$ cat config.mk
export PLATFORM = sky130hd
export DESIGN_NAME = serial_command_deframer
export DESIGN_NICKNAME = d
export VERILOG_FILES = /design/src/hw/rtl/scd_pkg.sv /design/src/hw/rtl/serial_command_deframer.sv /design/src/hw/rtl/scd_in_reg.sv /design/src/hw/rtl/scd_parser.sv
export SDC_FILE = /design/constraint.sdc
export NUM_CORES = 1
export LEC_CHECK = 0
export BUFFER_PORTS_ARGS = -buffer_cell sky130_fd_sc_hd__buf_2
export CELL_PAD_IN_SITES_DETAIL_PLACEMENT = 0
export CELL_PAD_IN_SITES_GLOBAL_PLACEMENT = 1
export CORE_UTILIZATION = 51
export CTS_BUF_LIST = sky130_fd_sc_hd__clkbuf_16
export DETAILED_ROUTE_END_ITERATION = 10
export MAX_ROUTING_LAYER = met4
export PLACE_DENSITY_LB_ADDON = 0.15
export RECOVER_POWER = 100
export SYNTH_ARGS = -nofsm -noshare
export SYNTH_HDL_FRONTEND = slang
export SYNTH_HIERARCHICAL = 1
export SYNTH_SLANG_ARGS = --single-unit
$ cat constraint.sdc
create_clock -name i_clk -period 50.3 [get_ports i_clk]
set_input_delay 10.06 -clock i_clk [delete_from_list [all_inputs] [get_ports i_clk]]
set_output_delay 10.06 -clock i_clk [all_outputs]
set_load 0.01 [all_outputs]
$ cat src/hw/rtl/scd_pkg.sv
package scd_pkg;

    // parser states
    typedef enum logic [3:0] {
        PS_TAG,
        PS_TXMAGIC,
        PS_WINDOW,
        PS_LENLO,
        PS_LENHI,
        PS_CONFIG,
        PS_PAYLOAD,
        PS_QCOUNT,
        PS_QBODY
    } t_pstate;

    // event codes on the result channel
    typedef enum logic [3:0] {
        EV_NONE        = 4'd0,
        EV_TX_BYTE     = 4'd1,
        EV_TX_LAST     = 4'd2,
        EV_CONFIG      = 4'd3,
        EV_SCAN        = 4'd4,
        EV_WINDOW      = 4'd5,
        EV_STATS       = 4'd6,
        EV_RESET       = 4'd7,
        EV_BAD_CFG_LEN = 4'd8,
        EV_BAD_TX_LEN  = 4'd9
    } t_event;

    // frame tag characters
    localparam logic [7:0] CH_T = 8'h54;
    localparam logic [7:0] CH_W = 8'h57;
    localparam logic [7:0] CH_C = 8'h43;
    localparam logic [7:0] CH_S = 8'h53;
    localparam logic [7:0] CH_Q = 8'h51;
    localparam logic [7:0] CH_X = 8'h58;

    localparam int          BODY_DEPTH    = 17;
    localparam int          BODY_IDX_W    = 5;
    localparam logic [31:0] SCAN_MAGIC    = 32'hFFFF_FFFF;
    localparam logic [31:0] MIN_DWELL     = 32'd50;
    localparam logic [14:0] DWELL_UNIT    = 15'd100;
    localparam logic [7:0]  GRID_DEFAULT  = 8'd16;
    localparam logic [15:0] CFG_LEN_SHORT = 16'd15;
    localparam logic [15:0] CFG_LEN_LONG  = 16'd17;
    localparam logic [13:0] WINDOW_LEN    = 14'd8;
    localparam logic [13:0] QBODY_KEEP    = 14'd8;

    typedef struct packed {
        t_event      event_res;
        logic [7:0]  data_byte;
        logic [13:0] length;
        logic [31:0] word_a;
        logic [31:0] word_b;
        logic [4:0]  channel_count;
        logic [31:0] dwell_time;
        logic [7:0]  tx_power;
        logic [7:0]  role;
    } t_result;

endpackage

$ cat src/hw/rtl/serial_command_deframer.sv
// serial command deframer: takes one received serial byte per input beat and
// returns exactly one result beat for it, in order (event 0 when the byte
// finishes nothing). frames: 'T','X',len16,payload forwards each payload byte
// (the last one marked, with the length); 'C',len16,15 or 17 body bytes gives
// radio settings, or a grid scan when the frequency word is all ones; 'W' plus
// 8 bytes sets the slot window; 'Q',count,body requests a list scan; 'S' and
// 'X' request stats and reset. multi-byte words are little-endian. a byte can
// be accepted every cycle; each byte passes through the input register, then
// parse logic into the result register, and the result register frees in
// the same cycle it is taken, so throughput stays at one beat per cycle
// while the consumer keeps i_stall low.
module serial_command_deframer import scd_pkg::*; #(
    parameter int MAX_TX_LEN        = 12288,
    parameter int MAX_SCAN_CHANNELS = 16
) (
    input  logic        i_clk,
    input  logic        i_rst_n,
    // byte input channel
    input  logic        i_valid,
    input  logic [7:0]  i_rx_byte,
    output logic        o_stall,
    // result channel
    output logic        o_valid,
    input  logic        i_stall,
    output logic [3:0]  o_event_res,
    output logic [7:0]  o_data_byte,
    output logic [13:0] o_length,
    output logic [31:0] o_word_a,
    output logic [31:0] o_word_b,
    output logic [4:0]  o_channel_count,
    output logic [31:0] o_dwell_time,
    output logic [7:0]  o_tx_power,
    output logic [7:0]  o_role
);

    logic       w_in_valid;
    logic [7:0] w_in_byte;
    logic       w_out_free;
    logic       w_take;
    t_result    w_res;

    logic       r_out_valid;
    t_result    r_res;

    // result register can load when empty or being drained this cycle
    assign w_out_free = !r_out_valid || !i_stall;
    // parser consumes the held byte and advances its state on the same edge
    assign w_take     = w_in_valid && w_out_free;

    scd_in_reg u_in_reg (
        .i_clk   (i_clk),
        .i_rst_n (i_rst_n),
        .i_valid (i_valid),
        .i_byte  (i_rx_byte),
        .i_take  (w_take),
        .o_stall (o_stall),
        .o_valid (w_in_valid),
        .o_byte  (w_in_byte)
    );

    scd_parser #(
        .MAX_TX_LEN        (MAX_TX_LEN),
        .MAX_SCAN_CHANNELS (MAX_SCAN_CHANNELS)
    ) u_parser (
        .i_clk   (i_clk),
        .i_rst_n (i_rst_n),
        .i_step  (w_take),
        .i_byte  (w_in_byte),
        .o_res   (w_res)
    );

    // result register
    always_ff @(posedge i_clk) begin
        if (!i_rst_n) begin
            r_out_valid <= 1'b0;
        end else if (w_out_free) begin
            r_out_valid <= w_take;
        end
    end

    always_ff @(posedge i_clk) begin
        if (w_take) begin
            r_res <= w_res;
        end
    end

    assign o_valid         = r_out_valid;
    assign o_event_res     = r_res.event_res;
    assign o_data_byte     = r_res.data_byte;
    assign o_length        = r_res.length;
    assign o_word_a        = r_res.word_a;
    assign o_word_b        = r_res.word_b;
    assign o_channel_count = r_res.channel_count;
    assign o_dwell_time    = r_res.dwell_time;
    assign o_tx_power      = r_res.tx_power;
    assign o_role          = r_res.role;

endmodule

$ cat src/hw/rtl/scd_in_reg.sv
module scd_in_reg import scd_pkg::*; (
    input  logic       i_clk,
    input  logic       i_rst_n,
    input  logic       i_valid,
    input  logic [7:0] i_byte,
    input  logic       i_take,
    output logic       o_stall,
    output logic       o_valid,
    output logic [7:0] o_byte
);

    logic       r_valid;
    logic [7:0] r_byte;

    // holding a byte that the parser cannot take yet
    assign o_stall = r_valid && !i_take;

    always_ff @(posedge i_clk) begin
        if (!i_rst_n) begin
            r_valid <= 1'b0;
        end else if (!o_stall) begin
            r_valid <= i_valid;
        end
    end

    always_ff @(posedge i_clk) begin
        if (!o_stall && i_valid) begin
            r_byte <= i_byte;
        end
    end

    assign o_valid = r_valid;
    assign o_byte  = r_byte;

endmodule

$ cat src/hw/rtl/scd_parser.sv
module scd_parser import scd_pkg::*; #(
    parameter int MAX_TX_LEN        = 12288,
    parameter int MAX_SCAN_CHANNELS = 16
) (
    input  logic       i_clk,
    input  logic       i_rst_n,
    input  logic       i_step,
    input  logic [7:0] i_byte,
    output t_result    o_res
);

    t_pstate     r_state, n_state;
    logic        r_is_tx, n_is_tx;
    logic [13:0] r_flen, n_flen;
    logic [13:0] r_bc, n_bc;
    logic [4:0]  r_sc, n_sc;
    logic [7:0]  r_body [BODY_DEPTH];

    logic                  w_wr_en;
    logic [BODY_IDX_W-1:0] w_idx;
    logic [7:0]            w_view [BODY_DEPTH];
    logic [13:0]           w_bc_inc;
    logic [15:0]           w_full;
    logic [6:0]            w_need;
    logic [31:0]           w_freq;
    logic [14:0]           w_grid_prod;
    logic [31:0]           w_grid_dwell;
    logic [31:0]           w_list_dwell;
    logic [7:0]            w_grid_cnt;

    assign w_idx    = r_bc[BODY_IDX_W-1:0];
    assign w_bc_inc = r_bc + 14'd1;
    assign w_full   = {i_byte, r_flen[7:0]};
    assign w_need   = {r_sc, 2'b00} + 7'd4;

    // body bytes are stored in window, config and the head of a list scan
    always_comb begin
        w_wr_en = 1'b0;
        case (r_state)
            PS_WINDOW, PS_CONFIG: w_wr_en = 1'b1;
            PS_QBODY:             w_wr_en = r_bc < QBODY_KEEP;
            default:              w_wr_en = 1'b0;
        endcase
        if (r_bc >= 14'(BODY_DEPTH)) begin
            w_wr_en = 1'b0;
        end
    end

    // body as it stands after this byte
    always_comb begin
        for (int k = 0; k < BODY_DEPTH; k++) begin
            w_view[k] = (w_wr_en && w_idx == BODY_IDX_W'(k)) ? i_byte : r_body[k];
        end
    end

    assign w_freq = {w_view[3], w_view[2], w_view[1], w_view[0]};

    // grid scan count and dwell
    always_comb begin
        w_grid_cnt = w_view[8];
        if (w_grid_cnt == 8'd0) begin
            w_grid_cnt = GRID_DEFAULT;
        end
        if (w_grid_cnt > 8'(MAX_SCAN_CHANNELS)) begin
            w_grid_cnt = 8'(MAX_SCAN_CHANNELS);
        end
    end

    assign w_grid_prod  = {7'd0, w_view[9]} * DWELL_UNIT;
    assign w_grid_dwell = ({17'd0, w_grid_prod} < MIN_DWELL) ? MIN_DWELL
                                                            : {17'd0, w_grid_prod};
    assign w_list_dwell = (w_freq < MIN_DWELL) ? MIN_DWELL : w_freq;

    always_comb begin
        n_state = r_state;
        n_is_tx = r_is_tx;
        n_flen  = r_flen;
        n_bc    = r_bc;
        n_sc    = r_sc;
        o_res   = '0;
        case (r_state)
            PS_TAG: begin
                n_bc = '0;
                if (i_byte == CH_T) begin
                    n_is_tx = 1'b1;
                    n_state = PS_TXMAGIC;
                end else if (i_byte == CH_W) begin
                    n_state = PS_WINDOW;
                end else if (i_byte == CH_C) begin
                    n_is_tx = 1'b0;
                    n_state = PS_LENLO;
                end else if (i_byte == CH_S) begin
                    o_res.event_res = EV_STATS;
                end else if (i_byte == CH_Q) begin
                    n_state = PS_QCOUNT;
                end else if (i_byte == CH_X) begin
                    o_res.event_res = EV_RESET;
                end
            end
            PS_TXMAGIC: begin
                n_state = (i_byte == CH_X) ? PS_LENLO : PS_TAG;
            end
            PS_WINDOW: begin
                n_bc = w_bc_inc;
                if (w_bc_inc >= WINDOW_LEN) begin
                    o_res.event_res = EV_WINDOW;
                    o_res.word_a    = w_freq;
                    o_res.word_b    = {w_view[7], w_view[6], w_view[5], w_view[4]};
                    n_state         = PS_TAG;
                    n_bc            = '0;
                end
            end
            PS_LENLO: begin
                n_flen  = {6'd0, i_byte};
                n_state = PS_LENHI;
            end
            PS_LENHI: begin
                n_bc = '0;
                if (!r_is_tx) begin
                    if (w_full != CFG_LEN_SHORT && w_full != CFG_LEN_LONG) begin
                        o_res.event_res = EV_BAD_CFG_LEN;
                        n_state         = PS_TAG;
                    end else begin
                        n_flen  = w_full[13:0];
                        n_state = PS_CONFIG;
                    end
                end else begin
                    if (w_full == 16'd0 || w_full > 16'(MAX_TX_LEN)) begin
                        o_res.event_res = EV_BAD_TX_LEN;
                        n_state         = PS_TAG;
                    end else begin
                        n_flen  = w_full[13:0];
                        n_state = PS_PAYLOAD;
                    end
                end
            end
            PS_CONFIG: begin
                n_bc = w_bc_inc;
                if (w_bc_inc >= r_flen) begin
                    if (w_freq == SCAN_MAGIC) begin
                        n_sc                  = w_grid_cnt[4:0];
                        o_res.event_res       = EV_SCAN;
                        o_res.word_a          = {w_view[13], w_view[12],
                                                 w_view[11], w_view[10]};
                        o_res.word_b          = {w_view[7], w_view[6],
                                                 w_view[5], w_view[4]};
                        o_res.channel_count   = w_grid_cnt[4:0];
                        o_res.dwell_time      = w_grid_dwell;
                    end else begin
                        o_res.event_res = EV_CONFIG;
                        o_res.word_a    = w_freq;
                        o_res.tx_power  = w_view[9];
                        o_res.role      = w_view[14];
                    end
                    n_state = PS_TAG;
                    n_bc    = '0;
                end
            end
            PS_PAYLOAD: begin
                o_res.data_byte = i_byte;
                n_bc            = w_bc_inc;
                if (w_bc_inc >= r_flen) begin
                    o_res.event_res = EV_TX_LAST;
                    o_res.length    = r_flen;
                    n_state         = PS_TAG;
                    n_bc            = '0;
                end else begin
                    o_res.event_res = EV_TX_BYTE;
                end
            end
            PS_QCOUNT: begin
                n_bc = '0;
                if (i_byte >= 8'd1 && i_byte <= 8'(MAX_SCAN_CHANNELS)) begin
                    n_sc    = i_byte[4:0];
                    n_state = PS_QBODY;
                end else begin
                    n_state = PS_TAG;
                end
            end
            PS_QBODY: begin
                n_bc = w_bc_inc;
                if (w_bc_inc >= {7'd0, w_need}) begin
                    o_res.event_res     = EV_SCAN;
                    o_res.word_a        = {w_view[7], w_view[6], w_view[5], w_view[4]};
                    o_res.channel_count = r_sc;
                    o_res.dwell_time    = w_list_dwell;
                    n_state             = PS_TAG;
                    n_bc                = '0;
                end
            end
            default: begin
                n_state = PS_TAG;
                n_bc    = '0;
            end
        endcase
    end

    always_ff @(posedge i_clk) begin
        if (!i_rst_n) begin
            r_state <= PS_TAG;
            r_is_tx <= 1'b0;
            r_flen  <= '0;
            r_bc    <= '0;
            r_sc    <= '0;
        end else if (i_step) begin
            r_state <= n_state;
            r_is_tx <= n_is_tx;
            r_flen  <= n_flen;
            r_bc    <= n_bc;
            r_sc    <= n_sc;
        end
    end

    always_ff @(posedge i_clk) begin
        if (i_step && w_wr_en) begin
            r_body[w_idx] <= i_byte;
        end
    end

endmodule
* Word level (Yosys, flattened, before mapping)
Memories as Yosys holds them, arrays and structs flattened.
Index checks and enable logic that the tools add are counted.
** Cells by class
- $add $sub $neg :: 2
- $mul :: 1
- Divide/modulo/power cells :: 0
- $lt $le $gt $ge :: 11
- Eq/ne operators :: 42
- Shifts and indexed selects :: 0
- Multiplexer cells :: 77
- Bitwise logic cells :: 4
- Reduce and logical (&&, ||, !) cells :: 45
** Operators by type and width (count)
- 2-to-1 mux 8 bit :: 16
- 2-to-1 mux 117 bit :: 1
- 2-to-1 mux 32 bit :: 3
- case mux 32 bit (3 select lines) :: 1
- 2-to-1 mux 14 bit :: 6
- case mux 37 bit (2 select lines) :: 1
- 2-to-1 mux 69 bit :: 1
- 2-to-1 mux 4 bit :: 17
- 2-to-1 mux 64 bit :: 1
- case mux 32 bit (2 select lines) :: 1
- case mux 14 bit (4 select lines) :: 1
- equality test 8 x 7 -> 1 bit, second input constant :: 6
- 2-to-1 mux 37 bit :: 1
- equality test 5 x 4 -> 1 bit, second input constant :: 7
- equality test 32 bit, second input constant :: 1
- less-than comparator 32 x 6 -> 1 bit, second input constant :: 1
- case mux 4 bit (8 select lines) :: 1
- case mux 14 bit (2 select lines) :: 1
- 2-to-1 mux 3 bit :: 8
- case mux 4 bit (6 select lines) :: 1
- logical AND 1 bit :: 21
- equality test 5 x 3 -> 1 bit, second input constant :: 4
- 2-to-1 mux 5 bit :: 4
- equality test 4 x 3 -> 1 bit, second input constant :: 4
- 46 further kinds :: 73
** Word-level totals
- Bits in registers :: 191
- Bits in latches :: 0
- Bits in writable memories :: 136
- Bits in read-only memories :: 0
- Output and inout port bits :: 145
- Memories kept :: 1
** Memory list
- u_parser.r_body :: words 17, width 8, rd ports 15, clocked after Yosys merged registers in 0, write ports 1, line scd_parser.sv:17 : logic [7:0] r_body [BODY_DEPTH];

* Depth between registers and ports, before layout
- Depth after elaboration :: 13
- Mapped depth :: 26
- Depth with buffers taken out :: 23

* Hierarchy
Netlist, hierarchy kept.
** By module, submodules not included
- scd_parser :: times used 1, cells each 1185, area an instance 10566.4 um2
- serial_command_deframer :: times used 1, cells each 147, area an instance 4332.9 um2
- scd_in_reg :: times used 1, cells each 12, area an instance 287.8 um2

* Least setup slack after synthesis
OpenSTA, ideal clock, no wires.
- Path kind :: input -> output
- Start point :: input i_stall
- End point :: output o_stall
- Arrival :: 20.733 ns
- Setup slack :: 19.507 ns
- Stages on the path :: 2
- Buffers on the path :: 0
- Path through :: a21boi_0 -> nor2b_4
** Between the ends
- Cells in the longest elaborated chain, start to end :: 5
** Ends and longest elaborated chain
- start, declared :: line serial_command_deframer.sv:24 : input logic i_stall,
- logical NOT 1 bit :: line serial_command_deframer.sv:46 : assign w_out_free = !r_out_valid || !i_stall;
- logical OR 1 bit :: line serial_command_deframer.sv:46
- logical AND 1 bit :: line serial_command_deframer.sv:48 : assign w_take = w_in_valid && w_out_free;
- logical NOT 1 bit :: line scd_in_reg.sv:16 : assign o_stall = r_valid && !i_take;
- logical AND 1 bit :: line scd_in_reg.sv:16
- end, declared :: line serial_command_deframer.sv:21 : output logic o_stall,
Every way passes these cells.

* Worst setup path in the final report
- Start point :: input i_stall
- End point :: output o_stall
** Between the ends
- Cells in the longest elaborated chain, start to end :: 5
** Ends and longest elaborated chain
- logical NOT 1 bit :: line serial_command_deframer.sv:46
- logical OR 1 bit :: line serial_command_deframer.sv:46
- logical AND 1 bit :: line serial_command_deframer.sv:48
- via w_take :: line serial_command_deframer.sv:39 : logic w_take;
- logical NOT 1 bit :: line scd_in_reg.sv:16
- logical AND 1 bit :: line scd_in_reg.sv:16
The timed path passes the listed nets, and every way through them passes these cells.

==> reports/results.txt <==
status: complete, but fails checks
Setup Viol. Count Final: 0
critical setup path kind: input pin to primary output
CP Max Fanout: 157
Iter 0 DRT Violations: 1080
hold buffers post-CTS: 0
CTS tree: done
Placer Congestion: 0.940
failing checks: max-capacitance violations, max-slew violations
mean post-synth cell area: 11.3 µm²
Distinct cells, synth: 80
Die Width: 175 µm
Area Growth Syn to Fin: 11.7%
total gr overflow: 0
first-pass GRT wire length: 62.1 mm
DR WL met3: 2.67 mm
GRT Total Usage: 27.3%
die height: 175 µm
Crit. End Element: primary output
Hold Path Class: flop to flop
max layer used: met4
clock share of power: 42.0%
Placed Area: 0.0163 mm²
DR DRC count: 0
Post-DP HPWL: 26.7 mm
CTS Sinks: 311
headroom to the max-slew limit: -455%
Initial Util: 52.3%
Internal Pwr Total: 422 µW
num ports: 157
Slew @ Worst Pin: 8.33 ns
Clock Skews: 0.0191 ns
fraction of layout cells with a size suffix above 1: 5.16%
via count: 11274
worst vdd ir: 0.0000249 V
Arr. time, crit path: 16.31 ns
sw frac: 22.4%
post-detailed-route wirelength per cell: 21.7 µm
RSZ-0062 raised after global routing: no
yosys warns: 6
Synth Flop Type: edfxtp_1
Reg power frac: 53.5%
CP Launch Type: input pin
largest net degree at the start of global routing: 158
Final Hold Fails: 0
Met2 Routed Length: 19.2 mm
port bufs: 156
post-synthesis sequential area ratio: 58.9%
Leak: 0.00610 µW
Synth Cell Area: 0.0152 mm²
Nets: 1535
fin crit share: 52.4%
Syn Nets: 1413
PostCTS Resize Cnt: 0
Max Cap Viol: 13
H-tree levels: 1
EDFF count, synth: 271
postcts setup bufs: 0
biggest area consumer among synthesized cells: edfxtp_1
row cnt: 62
NetSw: 122 µW
vias in the first global route: 10740
post-synth top area share: 53.6%
core footprint: 0.0290 mm²
CP required: 40.24 ns
Root Driver: clkbuf_16
Cell Pwr Density: 32.1 mW/mm²
Clock Path Buffers: 3
FF+latch count, synth: 311
Met1 Wirelength: 17.8 mm
largest cells by area after synthesis: edfxtp_1 54%, dfxtp_1 5.3%, nor2_1 4.5%
Tmin final: 26.37 ns
Num CTS Buffers: 31
DR vias/cell: 6.01
Post-Synthesis Cells: 1344
Design Power: 544 µW
WL final: 40.7 mm
1st-pass router iterations: 5
Reg clk slew, reported paths: 0.06 ns
DRT antenna net count: 0
WHS: 0.474 ns
Async SR Flop Fraction: 0%
final instance area: 0.0170 mm²
Slew Limit Fails: 571
Clock Latency Late Sink: 0.59 ns
initial antenna violation count: 1
die area: 0.0305 mm²
Fmax: 37.9 MHz
Sum Neg Setup Slack: 0 ns
Comb pwr share: 4.6%
==> synth_stat cells (4+ instances only) <==
library cell	instances
inv_1	53
ha_1	54
dfxtp_1	40
a2111oi_0	5
mux2_2	4
nand2_1	74
nand2b_1	5
o22a_1	33
a22o_1	7
a211oi_1	4
nor3_1	27
nor2_1	184
nand4_1	25
mux2i_1	50
clkbuf_1	66
nor2b_1	11
o21ai_0	31
and3_1	14
o211ai_1	5
a21oi_1	87
o211a_1	4
buf_2	15
o21ai_1	41
xor2_1	12
edfxtp_1	271
nor4_1	23
and2_1	15
xnor2_1	10
a31oi_1	14
a21o_1	16
o221ai_1	6
nand3_1	38
buf_4	6
a22oi_1	6
or3_1	12
o22ai_1	9
==> cells in the final DEF, fill, tap and decap left out, drive strengths merged, types with 5 or more instances in the layout <==
master,synthesis,final
edfxtp,271,271
clkbuf,66,198
nor2,185,185
a21oi,88,88
nand2,74,74
o21ai,72,72
inv,53,58
ha,54,54
mux2i,50,50
dfxtp,40,40
nand3,40,40
o22a,33,33
nor3,28,28
nand4,25,25
nor4,24,24
a21o,16,16
a31oi,15,15
and2,15,15
clkinv,2,15
and3,14,14
xor2,12,12
or3,12,12
nor2b,12,12
buf,22,10
xnor2,10,10
o22ai,9,9
a22o,7,7
clkinvlp,0,6
o221ai,6,6
a22oi,6,6
a2111oi,5,5
nand2b,5,5
o211ai,5,5
==> per-layer routing <==
metal  GRT usage (%)  up-vias
li1                -     5266
met1            36.8     5480
met2            43.9      457
met3            3.72       71
met4            6.70        0
met5               -        -
==> critical path, stage by stage <==
cell      delay [ns]
buf_2           0.10
a21boi_0        0.16
clkbuf_1        5.77
nor2b_4        -0.13
clkbuf_1        0.31
==> metrics by stage <==
stage	setup slack, ns	std cells	utilization (%)
detailed placement	28.97	1817	56.1
finish	23.93	1877	58.5
global route	23.05	1876	58.5
floorplan	19.51	1344	-
global placement	29.01	1817	56.1
CTS	28.96	1875	59.6
==> layout make-up <==
type | instances | area (µm²)
antenna | 2 | 5.00
clock buffer | 31 | 776
clock inverter | 27 | 243
fill | 2498 | 12000
inverter | 55 | 206
multi-input combinational | 890 | 5640
sequential | 311 | 8940
tap | 384 | 480
timing repair buffer | 177 | 677
==> flip-flops by register name, summed over array words and instances (netlist names) <==
signal            flops
o_channel_count       5
o_data_byte           8
o_dwell_time         32
o_event_res           4
o_length             14
o_role                8
o_tx_power            8
o_valid               1
o_word_a             32
o_word_b             32
u_in_reg/o_byte       8
u_in_reg/o_valid      1
u_parser/r_bc        14
u_parser/r_body     120
u_parser/r_flen      14
u_parser/r_is_tx      1
u_parser/r_sc         5
u_parser/r_state      4
==> power by group through the flow <==
stage               Combinational, µW  Clock [µW]  Sequential (µW)
CTS                              27.4         232              289
detailed placement               27.4           0              294
finish                           25.0         228              291
global route                     26.7         242              292
floorplan                        10.5           0              301
global placement                 27.0           0              294
==> path summary, 6_finish.rpt <==
check                     start                 end  slack, ns  cells past startpoint
max                     i_stall             o_stall      23.93                      5
min          u_parser/r_flen[3]  u_parser/r_flen[3]       0.47                      2
max reg2reg    u_in_reg/o_valid    u_parser/r_bc[7]      40.84                      5
min reg2reg  u_parser/r_flen[3]  u_parser/r_flen[3]       0.47                      2
==> logic make-up (layout without fill, tap and decap cells) <==
family,count (synthesis),in the layout,share of synthesized area [%]
AOI/OAI and AO/OA,302,302,13.1
xor gates and xnor gates,22,22,1.27
adders and majority gates,57,57,4.84
buffers and inverters,143,290,3.81
DFF,311,311,58.9
muxes,54,54,3.59
other,0,2,0
and+or+nand+nor,455,455,14.6
Note: power is estimated with default switching activity, not from simulation.
